[config.mk]
export PLATFORM = sky130hd
export DESIGN_NAME = fragment_reassembly_tracker
export DESIGN_NICKNAME = d
export VERILOG_FILES = /design/src/hdl/frt_pkg.sv /design/src/hdl/frt_ctrl.sv /design/src/hdl/frt_datapath.sv /design/src/hdl/fragment_reassembly_tracker.sv
export SDC_FILE = /design/constraint.sdc
export NUM_CORES = 1
export LEC_CHECK = 0
export ABC_AREA = 0
export BUFFER_PORTS_ARGS = -buffer_cell sky130_fd_sc_hd__buf_2
export CORE_ASPECT_RATIO = 0.75
export CORE_MARGIN = 5
export CORE_UTILIZATION = 46
export CTS_BUF_LIST = sky130_fd_sc_hd__clkbuf_8
export DETAILED_ROUTE_END_ITERATION = 16
export PLACE_DENSITY = 0.7
export SETUP_SLACK_MARGIN = 0.02
export SYNTH_ARGS = -nofsm -noshare
export SYNTH_HDL_FRONTEND = slang
export SYNTH_SLANG_ARGS = --single-unit
[constraint.sdc]
create_clock -name clk -period 9.8 [get_ports clk]
set_clock_uncertainty 0.2 [all_clocks]
set_input_delay 0 -clock clk [delete_from_list [all_inputs] [get_ports clk]]
set_output_delay 0 -clock clk [all_outputs]
set_load 0.01 [all_outputs]
[src/hdl/frt_pkg.sv]
`default_nettype none
// Shared constants, derived widths and the controller-to-datapath command
// beat for the fragment reassembly tracker. No dependencies.

package frt_pkg;

    // Table and fragment geometry
    localparam int SLOTS            = 4;
    localparam int MAX_FRAGMENTS    = 64;
    localparam int FIRST_DATA_BYTES = 1024;
    localparam int DATA_BYTES       = 1024;

    // Fixed field widths
    localparam int ID_W   = 16;
    localparam int FIDX_W = 8;
    localparam int LEN_W  = 11;
    localparam int OFS_W  = 16;
    localparam int SIZE_W = 17;
    localparam int SLOT_OUT_W = 2;
    localparam int SIZE_MAX   = 131071;
    localparam int CAP_W      = 13;

    // Derived widths
    localparam int SLOT_W = (SLOTS > 1) ? $clog2(SLOTS) : 1;
    localparam int IDX_W  = $clog2(MAX_FRAGMENTS);
    localparam int CNT_W  = $clog2(MAX_FRAGMENTS + 1);
    localparam int END_RAW_W =
        $clog2(FIRST_DATA_BYTES + (MAX_FRAGMENTS - 1) * DATA_BYTES + 1);
    // at least one bit above the size field so saturation can be tested
    localparam int END_W = (END_RAW_W > SIZE_W + 1) ? END_RAW_W : SIZE_W + 1;

    typedef struct packed {
        logic load;    // capture a fragment and run the lookup
        logic commit;  // read-modify-write of the chosen slot
    } frt_cmd_t;

endpackage

`default_nettype wire

[src/hdl/frt_ctrl.sv]
`default_nettype none
// Sequencer of the fragment reassembly tracker: accepts a beat, runs the
// update step and raises the result strobe. Depends on frt_pkg.

module frt_ctrl (
    input  wire logic            clk,
    input  wire logic            rst_n,
    input  wire logic            start,
    output logic                 busy,
    output logic                 result_valid,
    output frt_pkg::frt_cmd_t    cmd
);
    import frt_pkg::*;

    typedef enum logic {
        IDLE,
        EXEC
    } state_t;

    state_t state_reg, state_next;
    logic   result_valid_reg, result_valid_next;

    always_comb
    begin
        state_next        = state_reg;
        result_valid_next = 1'b0;
        cmd.load          = 1'b0;
        cmd.commit        = 1'b0;
        case (state_reg)
            IDLE:
            begin
                if (start)
                begin
                    cmd.load   = 1'b1;
                    state_next = EXEC;
                end
            end
            EXEC:
            begin
                cmd.commit        = 1'b1;
                result_valid_next = 1'b1;
                state_next        = IDLE;
            end
            default:
            begin
                state_next = IDLE;
            end
        endcase
    end

    always_ff @(posedge clk or negedge rst_n)
    begin
        if (!rst_n)
        begin
            state_reg        <= IDLE;
            result_valid_reg <= 1'b0;
        end
        else
        begin
            state_reg        <= state_next;
            result_valid_reg <= result_valid_next;
        end
    end

    assign busy         = (state_reg == EXEC);
    assign result_valid = result_valid_reg;

    // every accepted beat is followed by the EXEC update, then a return to idle with the result strobe
    a_load_then_busy: assert property (@(posedge clk) disable iff (!rst_n)
        cmd.load |=> busy) else $error("load not followed by update cycle");
    a_busy_one_cycle: assert property (@(posedge clk) disable iff (!rst_n)
        busy |=> (!busy && result_valid)) else $error("update cycle overran");

endmodule

`default_nettype wire

[src/hdl/frt_datapath.sv]
`default_nettype none
// Datapath of the fragment reassembly tracker: slot table, id lookup,
// offset and size arithmetic, completion check, result registers.
// Depends on frt_pkg.

module frt_datapath (
    input  wire logic                             clk,
    input  wire logic                             rst_n,
    input  wire frt_pkg::frt_cmd_t                cmd,
    input  wire logic [frt_pkg::ID_W-1:0]         message_id,
    input  wire logic [frt_pkg::FIDX_W-1:0]       fragment_index,
    input  wire logic [frt_pkg::FIDX_W-1:0]       fragments_after_first,
    input  wire logic [frt_pkg::LEN_W-1:0]        payload_bytes,
    output logic [frt_pkg::SLOT_OUT_W-1:0]        slot,
    output logic                                  new_slot,
    output logic [frt_pkg::OFS_W-1:0]             write_offset,
    output logic [frt_pkg::LEN_W-1:0]             write_length,
    output logic [frt_pkg::SIZE_W-1:0]            message_size,
    output logic                                  complete,
    output logic                                  dropped
);
    import frt_pkg::*;

    // slot table
    logic                     valid_reg [SLOTS];
    logic [ID_W-1:0]          id_reg    [SLOTS];
    logic [MAX_FRAGMENTS-1:0] map_reg   [SLOTS];
    logic [CNT_W-1:0]         cnt_reg   [SLOTS];
    logic [SIZE_W-1:0]        size_reg  [SLOTS];
    logic [SLOT_W-1:0]        next_reg;

    // captured fragment and lookup result
    logic                     drop_q;
    logic                     hit_q;
    logic [SLOT_W-1:0]        hit_idx_q;
    logic [ID_W-1:0]          id_q;
    logic [IDX_W-1:0]         idx_q;
    logic                     first_q;
    logic [CNT_W-1:0]         count_q;
    logic [OFS_W-1:0]         offset_q;
    logic [LEN_W-1:0]         len_q;
    logic [SIZE_W-1:0]        end_q;

    // result registers
    logic [SLOT_OUT_W-1:0]    slot_reg;
    logic                     new_slot_reg;
    logic [OFS_W-1:0]         offset_reg;
    logic [LEN_W-1:0]         length_reg;
    logic [SIZE_W-1:0]        size_out_reg;
    logic                     complete_reg;
    logic                     dropped_reg;

    // capture-side logic
    logic                     drop_c;
    logic                     hit_c;
    logic [SLOT_W-1:0]        hit_idx_c;
    logic [CAP_W-1:0]         cap_c;
    logic [LEN_W-1:0]         len_c;
    logic [END_W-1:0]         offset_c;
    logic [END_W-1:0]         end_c;
    logic [SIZE_W-1:0]        end_sat_c;

    always_comb
    begin
        drop_c = ({1'b0, fragment_index} >= (FIDX_W + 1)'(MAX_FRAGMENTS)) ||
                 ((fragment_index == '0) &&
                  ({1'b0, fragments_after_first} >= (FIDX_W + 1)'(MAX_FRAGMENTS)));

        // lowest matching slot wins
        hit_c     = 1'b0;
        hit_idx_c = '0;
        for (int i = SLOTS - 1; i >= 0; i--)
        begin
            if (valid_reg[i] && (id_reg[i] == message_id))
            begin
                hit_c     = 1'b1;
                hit_idx_c = SLOT_W'(i);
            end
        end

        cap_c = (fragment_index == '0) ? CAP_W'(FIRST_DATA_BYTES) : CAP_W'(DATA_BYTES);
        // when the cap is taken it is below payload_bytes, so it fits LEN_W
        len_c = ({{(CAP_W - LEN_W){1'b0}}, payload_bytes} > cap_c) ?
                cap_c[LEN_W-1:0] : payload_bytes;

        if (fragment_index == '0)
            offset_c = '0;
        else
            offset_c = END_W'(FIRST_DATA_BYTES) +
                       END_W'(fragment_index - FIDX_W'(1)) * END_W'(DATA_BYTES);
        end_c     = offset_c + END_W'(len_c);
        end_sat_c = (end_c > END_W'(SIZE_MAX)) ? SIZE_W'(SIZE_MAX) : end_c[SIZE_W-1:0];
    end

    always_ff @(posedge clk)
    begin
        if (cmd.load)
        begin
            drop_q    <= drop_c;
            hit_q     <= hit_c;
            hit_idx_q <= hit_idx_c;
            id_q      <= message_id;
            idx_q     <= fragment_index[IDX_W-1:0];
            first_q   <= (fragment_index == '0);
            count_q   <= CNT_W'(fragments_after_first) + CNT_W'(1);
            offset_q  <= offset_c[OFS_W-1:0];
            len_q     <= len_c;
            end_q     <= end_sat_c;
        end
    end

    // update-side logic: a miss starts from a cleared slot
    logic [SLOT_W-1:0]        sel;
    logic [MAX_FRAGMENTS-1:0] base_map, map_n;
    logic [CNT_W-1:0]         base_cnt, cnt_a, cnt_n;
    logic [SIZE_W-1:0]        base_size, size_n;
    logic                     done_c;
    logic [SLOT_W-1:0]        next_adv;

    always_comb
    begin
        sel       = hit_q ? hit_idx_q : next_reg;
        base_map  = hit_q ? map_reg[sel]  : '0;
        base_cnt  = hit_q ? cnt_reg[sel]  : '0;
        base_size = hit_q ? size_reg[sel] : '0;

        cnt_a = (first_q && (count_q > base_cnt)) ? count_q : base_cnt;
        cnt_n = (CNT_W'(idx_q) >= cnt_a) ? CNT_W'(idx_q) + CNT_W'(1) : cnt_a;
        map_n = base_map | (MAX_FRAGMENTS'(1) << idx_q);
        size_n = (end_q > base_size) ? end_q : base_size;

        done_c = 1'b1;
        for (int i = 0; i < MAX_FRAGMENTS; i++)
        begin
            if ((CNT_W'(i) < cnt_n) && !map_n[i])
                done_c = 1'b0;
        end

        next_adv = (next_reg == SLOT_W'(SLOTS - 1)) ? '0 : next_reg + SLOT_W'(1);
    end

    always_ff @(posedge clk or negedge rst_n)
    begin
        if (!rst_n)
        begin
            for (int i = 0; i < SLOTS; i++)
                valid_reg[i] <= 1'b0;
            next_reg     <= '0;
            slot_reg     <= '0;
            new_slot_reg <= 1'b0;
            offset_reg   <= '0;
            length_reg   <= '0;
            size_out_reg <= '0;
            complete_reg <= 1'b0;
            dropped_reg  <= 1'b0;
        end
        else if (cmd.commit)
        begin
            if (drop_q)
            begin
                slot_reg     <= '0;
                new_slot_reg <= 1'b0;
                offset_reg   <= '0;
                length_reg   <= '0;
                size_out_reg <= '0;
                complete_reg <= 1'b0;
                dropped_reg  <= 1'b1;
            end
            else
            begin
                valid_reg[sel] <= !done_c;
                if (!hit_q)
                    next_reg <= next_adv;
                slot_reg     <= SLOT_OUT_W'(sel);
                new_slot_reg <= !hit_q;
                offset_reg   <= offset_q;
                length_reg   <= len_q;
                size_out_reg <= size_n;
                complete_reg <= done_c;
                dropped_reg  <= 1'b0;
            end
        end
    end

    always_ff @(posedge clk)
    begin
        if (cmd.commit && !drop_q)
        begin
            id_reg[sel]   <= id_q;
            map_reg[sel]  <= map_n;
            cnt_reg[sel]  <= cnt_n;
            size_reg[sel] <= size_n;
        end
    end

    assign slot         = slot_reg;
    assign new_slot     = new_slot_reg;
    assign write_offset = offset_reg;
    assign write_length = length_reg;
    assign message_size = size_out_reg;
    assign complete     = complete_reg;
    assign dropped      = dropped_reg;

    a_drop_clean: assert property (@(posedge clk) disable iff (!rst_n)
        dropped_reg |-> (!complete_reg && !new_slot_reg && (length_reg == '0) &&
                         (size_out_reg == '0)))
        else $error("dropped beat carries data");
    a_done_frees: assert property (@(posedge clk) disable iff (!rst_n)
        (cmd.commit && !drop_q && done_c) |=> !valid_reg[$past(sel)])
        else $error("completed slot still valid");
    a_miss_advances: assert property (@(posedge clk) disable iff (!rst_n)
        (cmd.commit && !drop_q && !hit_q) |=>
            ((SLOTS == 1) || (next_reg != $past(next_reg))))
        else $error("replacement pointer stuck");

endmodule

`default_nettype wire

[src/hdl/fragment_reassembly_tracker.sv]
`default_nettype none
// Top level of the fragment reassembly tracker: sequencer plus datapath.
// Depends on frt_pkg, frt_ctrl, frt_datapath.

// A fragment is taken on a clock edge where start is high and busy is low;
// busy then stays high while the matching slot is read, updated and
// written back in one read-modify-write on the slot table, and no new
// fragment is taken until busy is low again. The id lookup over all slots
// is done in the accept cycle itself. The result appears on the result
// ports for exactly one cycle with result_valid high, the first cycle with
// busy low again; there is no backpressure, so the receiver must take it
// then. A new fragment can be started in the same cycle that the previous
// result is shown. A fragment whose index, or, for the first fragment,
// whose header count is at or past the fragment limit leaves the table
// untouched and reports only dropped. A fragment whose id matches no live
// slot takes the slot under a round-robin pointer, whatever it held, and
// reports new_slot. complete means every fragment of the known count has
// arrived; that slot is then released for reuse.

module fragment_reassembly_tracker (
    input  wire logic                             clk,
    input  wire logic                             rst_n,
    input  wire logic                             start,
    output logic                                  busy,
    input  wire logic [frt_pkg::ID_W-1:0]         message_id,
    input  wire logic [frt_pkg::FIDX_W-1:0]       fragment_index,
    input  wire logic [frt_pkg::FIDX_W-1:0]       fragments_after_first,
    input  wire logic [frt_pkg::LEN_W-1:0]        payload_bytes,
    output logic                                  result_valid,
    output logic [frt_pkg::SLOT_OUT_W-1:0]        slot,
    output logic                                  new_slot,
    output logic [frt_pkg::OFS_W-1:0]             write_offset,
    output logic [frt_pkg::LEN_W-1:0]             write_length,
    output logic [frt_pkg::SIZE_W-1:0]            message_size,
    output logic                                  complete,
    output logic                                  dropped
);
    import frt_pkg::*;

    // command beat from sequencer to datapath
    frt_cmd_t cmd;

    frt_ctrl u_ctrl (
        .clk          (clk),
        .rst_n        (rst_n),
        .start        (start),
        .busy         (busy),
        .result_valid (result_valid),
        .cmd          (cmd)
    );

    frt_datapath u_datapath (
        .clk                   (clk),
        .rst_n                 (rst_n),
        .cmd                   (cmd),
        .message_id            (message_id),
        .fragment_index        (fragment_index),
        .fragments_after_first (fragments_after_first),
        .payload_bytes         (payload_bytes),
        .slot                  (slot),
        .new_slot              (new_slot),
        .write_offset          (write_offset),
        .write_length          (write_length),
        .message_size          (message_size),
        .complete              (complete),
        .dropped               (dropped)
    );

endmodule

`default_nettype wire
Word-level counts from Yosys, hierarchy flattened
Memory sizes are Yosys's and may differ from the RTL's.
Cells that the tools add are included.
{ "classes": {"mux": 94, "eq_ne": 5, "n_reduce_logical": 145, "n_bitwise": 5, "n_lt_le_gt_ge": 73, "add_sub_neg": 6, "n_shift": 1} }
{ "ops": {"columns": ["cell", "count"], "rows": [
  ["< comparator 6 x 7 -> 1 bit (first input constant)", 32],
  ["< comparator 5 x 7 -> 1 bit (first input constant)", 16],
  ["two-way mux 1 bit", 75],
  ["logical AND 1 bit", 72],
  ["logical NOT 1 bit", 67],
  ["equality test 16 bit", 4],
  ["two-way mux 64 bit", 1],
  ["OR 64 bit", 1],
  ["<< shifter 1 x 6 -> 64 bit (first input constant)", 1],
  ["< comparator 4 x 7 -> 1 bit (first input constant)", 8],
  ["two-way mux 17 bit", 3],
  ["< comparator 3 x 7 -> 1 bit (first input constant)", 4],
  ["two-way mux 11 bit", 2],
  ["two-way mux 7 bit", 3],
  ["adder 11 x 18 -> 18 bit (first input constant)", 1],
  ["adder 18 x 11 -> 18 bit", 1],
  ["greater-than comparator 18 x 17 -> 1 bit (second input constant)", 1],
  ["two-way mux 18 bit", 1],
  ["greater-than comparator 17 bit", 1],
  [">= comparator 8 x 7 -> 1 bit (second input constant)", 2],
  ["two-way mux 16 bit", 1],
  ["< comparator 1 x 7 -> 1 bit (first input constant)", 2],
  ["< comparator 2 x 7 -> 1 bit (first input constant)", 2],
  ["greater-than comparator 11 bit (second input constant)", 1],
  ["21 further kinds", 27]
]} }
{ "totals": {"input_bits": 46, "ff_bits": 135, "word_cells": 358, "mem_bits_rw": 416, "output_inout_bits": 51, "mem_count": 4} }
{ "mem_list": {"columns": ["name", "words", "word_bits", "rd", "rd_clocked_by_memory_dff", "write_ports", "line", "source"], "rows": [
  ["u_datapath.map_reg", 4, 64, 1, 0, 1, "frt_datapath.sv:27", "logic [MAX_FRAGMENTS-1:0] map_reg [SLOTS];"],
  ["u_datapath.size_reg", 4, 17, 1, 0, 1, "frt_datapath.sv:29", "logic [SIZE_W-1:0] size_reg [SLOTS];"],
  ["u_datapath.id_reg", 4, 16, 4, 0, 1, "frt_datapath.sv:26", "logic [ID_W-1:0] id_reg [SLOTS];"],
  ["u_datapath.cnt_reg", 4, 7, 1, 0, 1, "frt_datapath.sv:28", "logic [CNT_W-1:0] cnt_reg [SLOTS];"]
]} }

Logic depth before layout (Yosys ltp)
An unclocked memory read counts as a cell.
{ "depth": {"word_depth": 76, "depth_mapped": 28} }

By module
A second synthesis with hierarchy kept.
{ "unflattened": {"cells_unflattened": 1631, "hier_area_um2": 24293.3} }
{ "modules_own_cells": {"columns": ["mod", "cells_each", "area_each_um2", "instances"], "rows": [
  ["frt_datapath", 1626, 24214.5, 1],
  ["frt_ctrl", 5, 78.8, 1]
]} }

Worst setup path before layout
No wires, ideal clock.
{ "synth_path": {"path_type": "register -> register", "start": "register u_datapath.hit_q", "end": "register u_datapath.valid_reg[1] in the netlist's numbering", "setup_slack_ps": -809, "setup_ps": 92, "arrival_time_ps": 10317, "path_buffers": 8, "stages_incl_launch_ff": 12, "cell_sequence": "edfxtp_1 -> buf_6 -> mux2_4 -> buf_6 -> buf_4 -> buf_4 -> buf_4 -> buf_2 -> buf_2 -> buf_2 -> nor3_1 -> o32a_1"} }
{ "synth_between": {"elab_chain_cells": 76} }
{ "synth_lines": {"columns": ["element", "line", "source"], "rows": [
  ["start, declared", "frt_datapath.sv:34", "logic hit_q;"],
  ["start signal, assigned", "frt_datapath.sv:100", "hit_q <= hit_c;"],
  ["two-way mux 2 bit", "frt_datapath.sv:122", "sel = hit_q ? hit_idx_q : next_reg;"],
  ["memory (4 x 7 bit)", null, null],
  ["two-way mux 7 bit", "frt_datapath.sv:124", "base_cnt = hit_q ? cnt_reg[sel] : '0;"],
  ["greater-than comparator 7 bit", "frt_datapath.sv:127", "cnt_a = (first_q && (count_q > base_cnt)) ? count_q : base_cnt;"],
  ["logical AND 1 bit", "frt_datapath.sv:127", null],
  ["two-way mux 7 bit", "frt_datapath.sv:127", null],
  [">= comparator 6 x 7 -> 1 bit", "frt_datapath.sv:128", "cnt_n = (CNT_W'(idx_q) >= cnt_a) ? CNT_W'(idx_q) + CNT_W'(1) : cnt_a;"],
  ["two-way mux 7 bit", "frt_datapath.sv:128", null],
  ["< comparator 1 x 7 -> 1 bit", "frt_datapath.sv:135", "if ((CNT_W'(i) < cnt_n) && !map_n[i])"],
  ["logical AND 1 bit", "frt_datapath.sv:135", null],
  ["two-way mux 1 bit (64 in a row)", "frt_datapath.sv:135", null],
  ["logical NOT 1 bit", "frt_datapath.sv:171", "valid_reg[sel] <= !done_c;"],
  ["bitwise mux 4 bit *", "frt_datapath.sv:171", null],
  ["end signal, assigned by index", "frt_datapath.sv:171", null],
  ["end, declared", "frt_datapath.sv:25", "logic valid_reg [SLOTS];"]
]} }
Every way passes the cells marked *; elsewhere a longest branch is shown, timed or not.
A chain may end at the register's enable or synchronous reset.

Worst setup path after layout
{ "layout_path": {"start": "register u_datapath.hit_q", "end": "register u_datapath.valid_reg[3] in the netlist's numbering"} }
The elaborated chain is that of the path after synthesis.

==> impl_summary.txt <==
----------------------------------------------------
[Die]
  DIE AREA ... around 56000 sq um
  Row Count ... 72
  I/O pins ... 97
  Initial standard-cell utilization of the core ... 46.2%
  Horizontal die dimension ... approximately 270 um
  Die Ht ... a little over 200 um
  Core region area ... slightly above 50000 sq um

[STA]
  Worst slew slack as a fraction of its limit ... between 10 and 15%
  Unrepaired setup endpoints after global routing ... false
  Final Setup Violations ... 0
  Hold Violations, Final ... 0
  Ratio of final minimum period to clock period ... about nine tenths
  Period minus WS final ... 8.76 ns
  Slack of the critical path ... 1.04 ns
  Sum Neg Setup Slack ... 0 ns
  Actual slew at the worst max-slew pin ... 1.28 ns
  Final-layout worst hold slack ... around 0.083 ns
  Number of max-slew violations in the final report ... 0
  Fmax ... 0.114 GHz

[Place]
  DP Wirelength ... ~37 mm
  Placer Congestion ... 0.921
  Port Buf Inserts ... 86
  Pre-CTS worst setup slack ... 1.10 ns
  Cell Area, Placed ... 24900 sq um

[Routing]
  First-pass detailed-route iteration total ... 5
  Residual antenna-violating net count after detailed routing ... 0
  Number of vias per cell after detailed routing ... ~6
  Final wirelength ... 59.6 mm
  Initial detailed-routing violation count ... 1686
  DR DRC count ... 0
  Detailed-route wire length per cell ... 24.0 um
  Overall via count from detail_route ... ~15000

[Logic synthesis]
  Adder-cell share of the synthesized area ... between 2 and 2.5%
  Distinct cell type count after synthesis ... 80
  Dominant combinational cell family by area after synthesis ... multiplexers
  Number of synthesized register bits ... approximately 530
  Number of instances in the synthesized netlist ... approximately 1500
  Top cell types by occurrence after synthesis ... sky130_fd_sc_hd__edfxtp_1, sky130_fd_sc_hd__inv_1, sky130_fd_sc_hd__mux4_2, sky130_fd_sc_hd__nand2_1, sky130_fd_sc_hd__xnor2_1
  Post-synthesis cell type with the largest combined area ... sky130_fd_sc_hd__edfxtp_1
  Summed instance area of the synthesized netlist ... 23700 sq um
  Avg Inst Size Synth ... roughly 15 sq um
  Most frequently used flop master after synthesis ... sky130_fd_sc_hd__edfxtp_1
  Count of flip-flops with a built-in enable after synthesis ... a little under 500
  Synth Area in Compound Gates ... around 8.6%
  Async SR Flop Fraction ... between 8 and 9%
  Post-synthesis simple-gate area fraction ... just under 7%
  Share of the synthesized area in the top cell type ... just over 60%
  Synthesized-area fraction occupied by xor and xnor cells ... under 10%
  Number of warning messages in the yosys log ... 0
  Top cells by area, synth ... sky130_fd_sc_hd__edfxtp_1, sky130_fd_sc_hd__mux4_2, sky130_fd_sc_hd__dfrtp_1, sky130_fd_sc_hd__xnor2_1, sky130_fd_sc_hd__ha_1
  Most common cell in the synthesized netlist ... sky130_fd_sc_hd__edfxtp_1
  Mux cell area share after synthesis ... 9.52%
  Sequential fraction of the synthesis area ... around two thirds

[Clocking]
  Clock net sink count ... between 500 and 600
  Number of levels in the clock H-tree ... 3
  Master cell of the clock root buffer ... sky130_fd_sc_hd__clkbuf_8
  CTS tree ... yes
  Clock latency on the worst-skew pair ... roughly 0.69 ns
  CTS-repair resized insts ... 0
  Maximum root-to-sink buffer count ... 3
  Number of CTS-inserted buffers ... 82
  Post-CTS setup buffer count ... 0
  Clock-pin slew on the worst setup and hold paths ... 0.07 ns

[Job]
  Number of maximum-capacitance constraint violations ... 0

[Global route]
  Total routing usage reported by global routing ... between 20% and 30%
  Total gr overflow ... 0
  First-pass GRT wire length ... 91.9 mm
  Vias in the first global route ... around 15000
  Pin count of the biggest net entering global routing ... 96
  Number of antenna violations at the first check in global routing ... 4

[Setup path]
  Worst setup EP type ... flop
  Slowest cell on the critical path ... sky130_fd_sc_hd__a211oi_4
  Cells traversed along the worst timing path ... buf_12 > mux2i_2 > nand2_2 > a311oi_4 > inv_4 > ha_1 > nand4_1 > a21oi_1 > o21ai_1 > mux2_2 > ha_1 > nand2b_1 > a31oi_1 > o21a_1 > a211oi_4 > o21ai_1 > a2111oi_0 > o221ai_1 > o22a_1 > or4_4 > o32a_1
  Sort of element at the start of the critical path ... flop
  Peak fanout along the critical path ... 95
  Arrival time reported for the critical path endpoint ... between 9 and 10 ns
  Critical path required time ... roughly 10 ns
  Type of the worst setup path ... flop to flop
  Delay of the slowest cell on the worst path ... 0.93 ns

[Finish]
  Register area ... ~16000 sq um
  Finished layout cell area ... between 20000 and 30000 sq um
  Final Net Count ... roughly 1800
  Number of flip-flops under the largest register name ... 256
  Filler instances ... 4159
  Synth-to-layout area growth ... 15.3%
  Total area of multi-input combinational cells ... 7330 sq um
  Fraction of layout instances using a drive strength above 1 ... between 10% and 20%

[Power and ir drop]
  Leakage power total ... approximately 9.9 nW
  Total design power ... 5.74 mW
  Peak supply drop ... around 150 uV
  Areal power density over the cells ... roughly 210 nW/um^2

[Outcome]
  Outcome ... completed

[Hold path]
  Hold Crit Class ... input port to flop

----------------------------------------------------
-- stage by stage --
step,util [%],cells
after floorplan,-,1557
after global routing,53.3,2485
after CTS,53.3,2482
after detailed placement,48.4,2244
after global placement,48.4,2244
final,53.3,2485
-- path summary, 6_finish.rpt --
path                                                    end               startpoint  slack, ns  depth (start not counted)
worst max-delay path                u_datapath.valid_reg[3]         u_datapath.hit_q       1.04                         21
worst min-delay path                    u_datapath.len_q[2]         payload_bytes[2]       0.08                          3
worst max register to register      u_datapath.valid_reg[3]         u_datapath.hit_q       1.04                         21
worst min register to register  u_datapath.write_offset[15]  u_datapath.offset_q[15]       0.27                          1
max in group asynchronous           u_datapath.valid_reg[1]                    rst_n       8.59                          4
min in group asynchronous       u_datapath.message_size[11]                    rst_n       0.33                          4
-- layout by cell type (no fill, tap or decap), types with 52 or more instances in the layout --
cell type	n
sky130_fd_sc_hd__nor2_1	56
sky130_fd_sc_hd__a22o_1	52
sky130_fd_sc_hd__inv_1	118
sky130_fd_sc_hd__edfxtp_1	484
sky130_fd_sc_hd__mux4_2	83
sky130_fd_sc_hd__nand2_1	72
sky130_fd_sc_hd__clkbuf_8	85
sky130_fd_sc_hd__dlygate4sd3_1	91
sky130_fd_sc_hd__xnor2_1	72
sky130_fd_sc_hd__buf_2	86
-- what timing repair did --
item                                    CTS  global route
hold buffers                             91             0
endpoints found under the setup margin    0             0
endpoints found under the hold margin   142             0
-- routing by layer --
metal	track usage [%]	up-vias	share of wire, %
met5	0	-	0.022
met4	5.81	2	2.1
met3	5.34	99	9.2
met2	31.2	665	43
met1	32.3	7499	45
li1	-	6422	-
-- power by group --
| part | internal (mW) | total (mW) | leakage (nW) | switching (mW) |
|---|---|---|---|---|
| registers | 2.67 | 2.74 | 5.06 | 0.0671 |
| logic | 0.474 | 1.19 | 3.90 | 0.713 |
| clock network | 0.944 | 1.81 | 0.905 | 0.869 |
-- logic make-up after synthesis --
kind of cell,count (synthesis)
other,1
buffers and inverters,183
AOI/OAI and AO/OA,272
DFF,531
xor gates and xnor gates,89
and+or+nand+nor,312
adders and majority gates,42
muxes,118
-- final cells by class --
class,instances,area share [%]
Antenna cell,3,0.0274
Clock buffer,85,4.28
Multi-Input combinational cell,843,26.8
Clock inverter,62,1.51
Tap cell,666,3.05
Sequential cell,531,57.4
Inverter,91,1.26
Timing Repair Buffer,204,5.69
-- critical path, delay by kind of cell, from the launching register on --
| family | cells | cell delay (ns) |
|---|---|---|
| AOI/OAI and AO/OA | 11 | 4.90 |
| muxes | 2 | 1.04 |
| and+or+nand+nor | 4 | 0.97 |
| adders and majority gates | 2 | 0.58 |
| buffers and inverters | 2 | 0.49 |
| DFF | 1 | 0.44 |
Note: power is estimated with default switching activity, not from simulation.
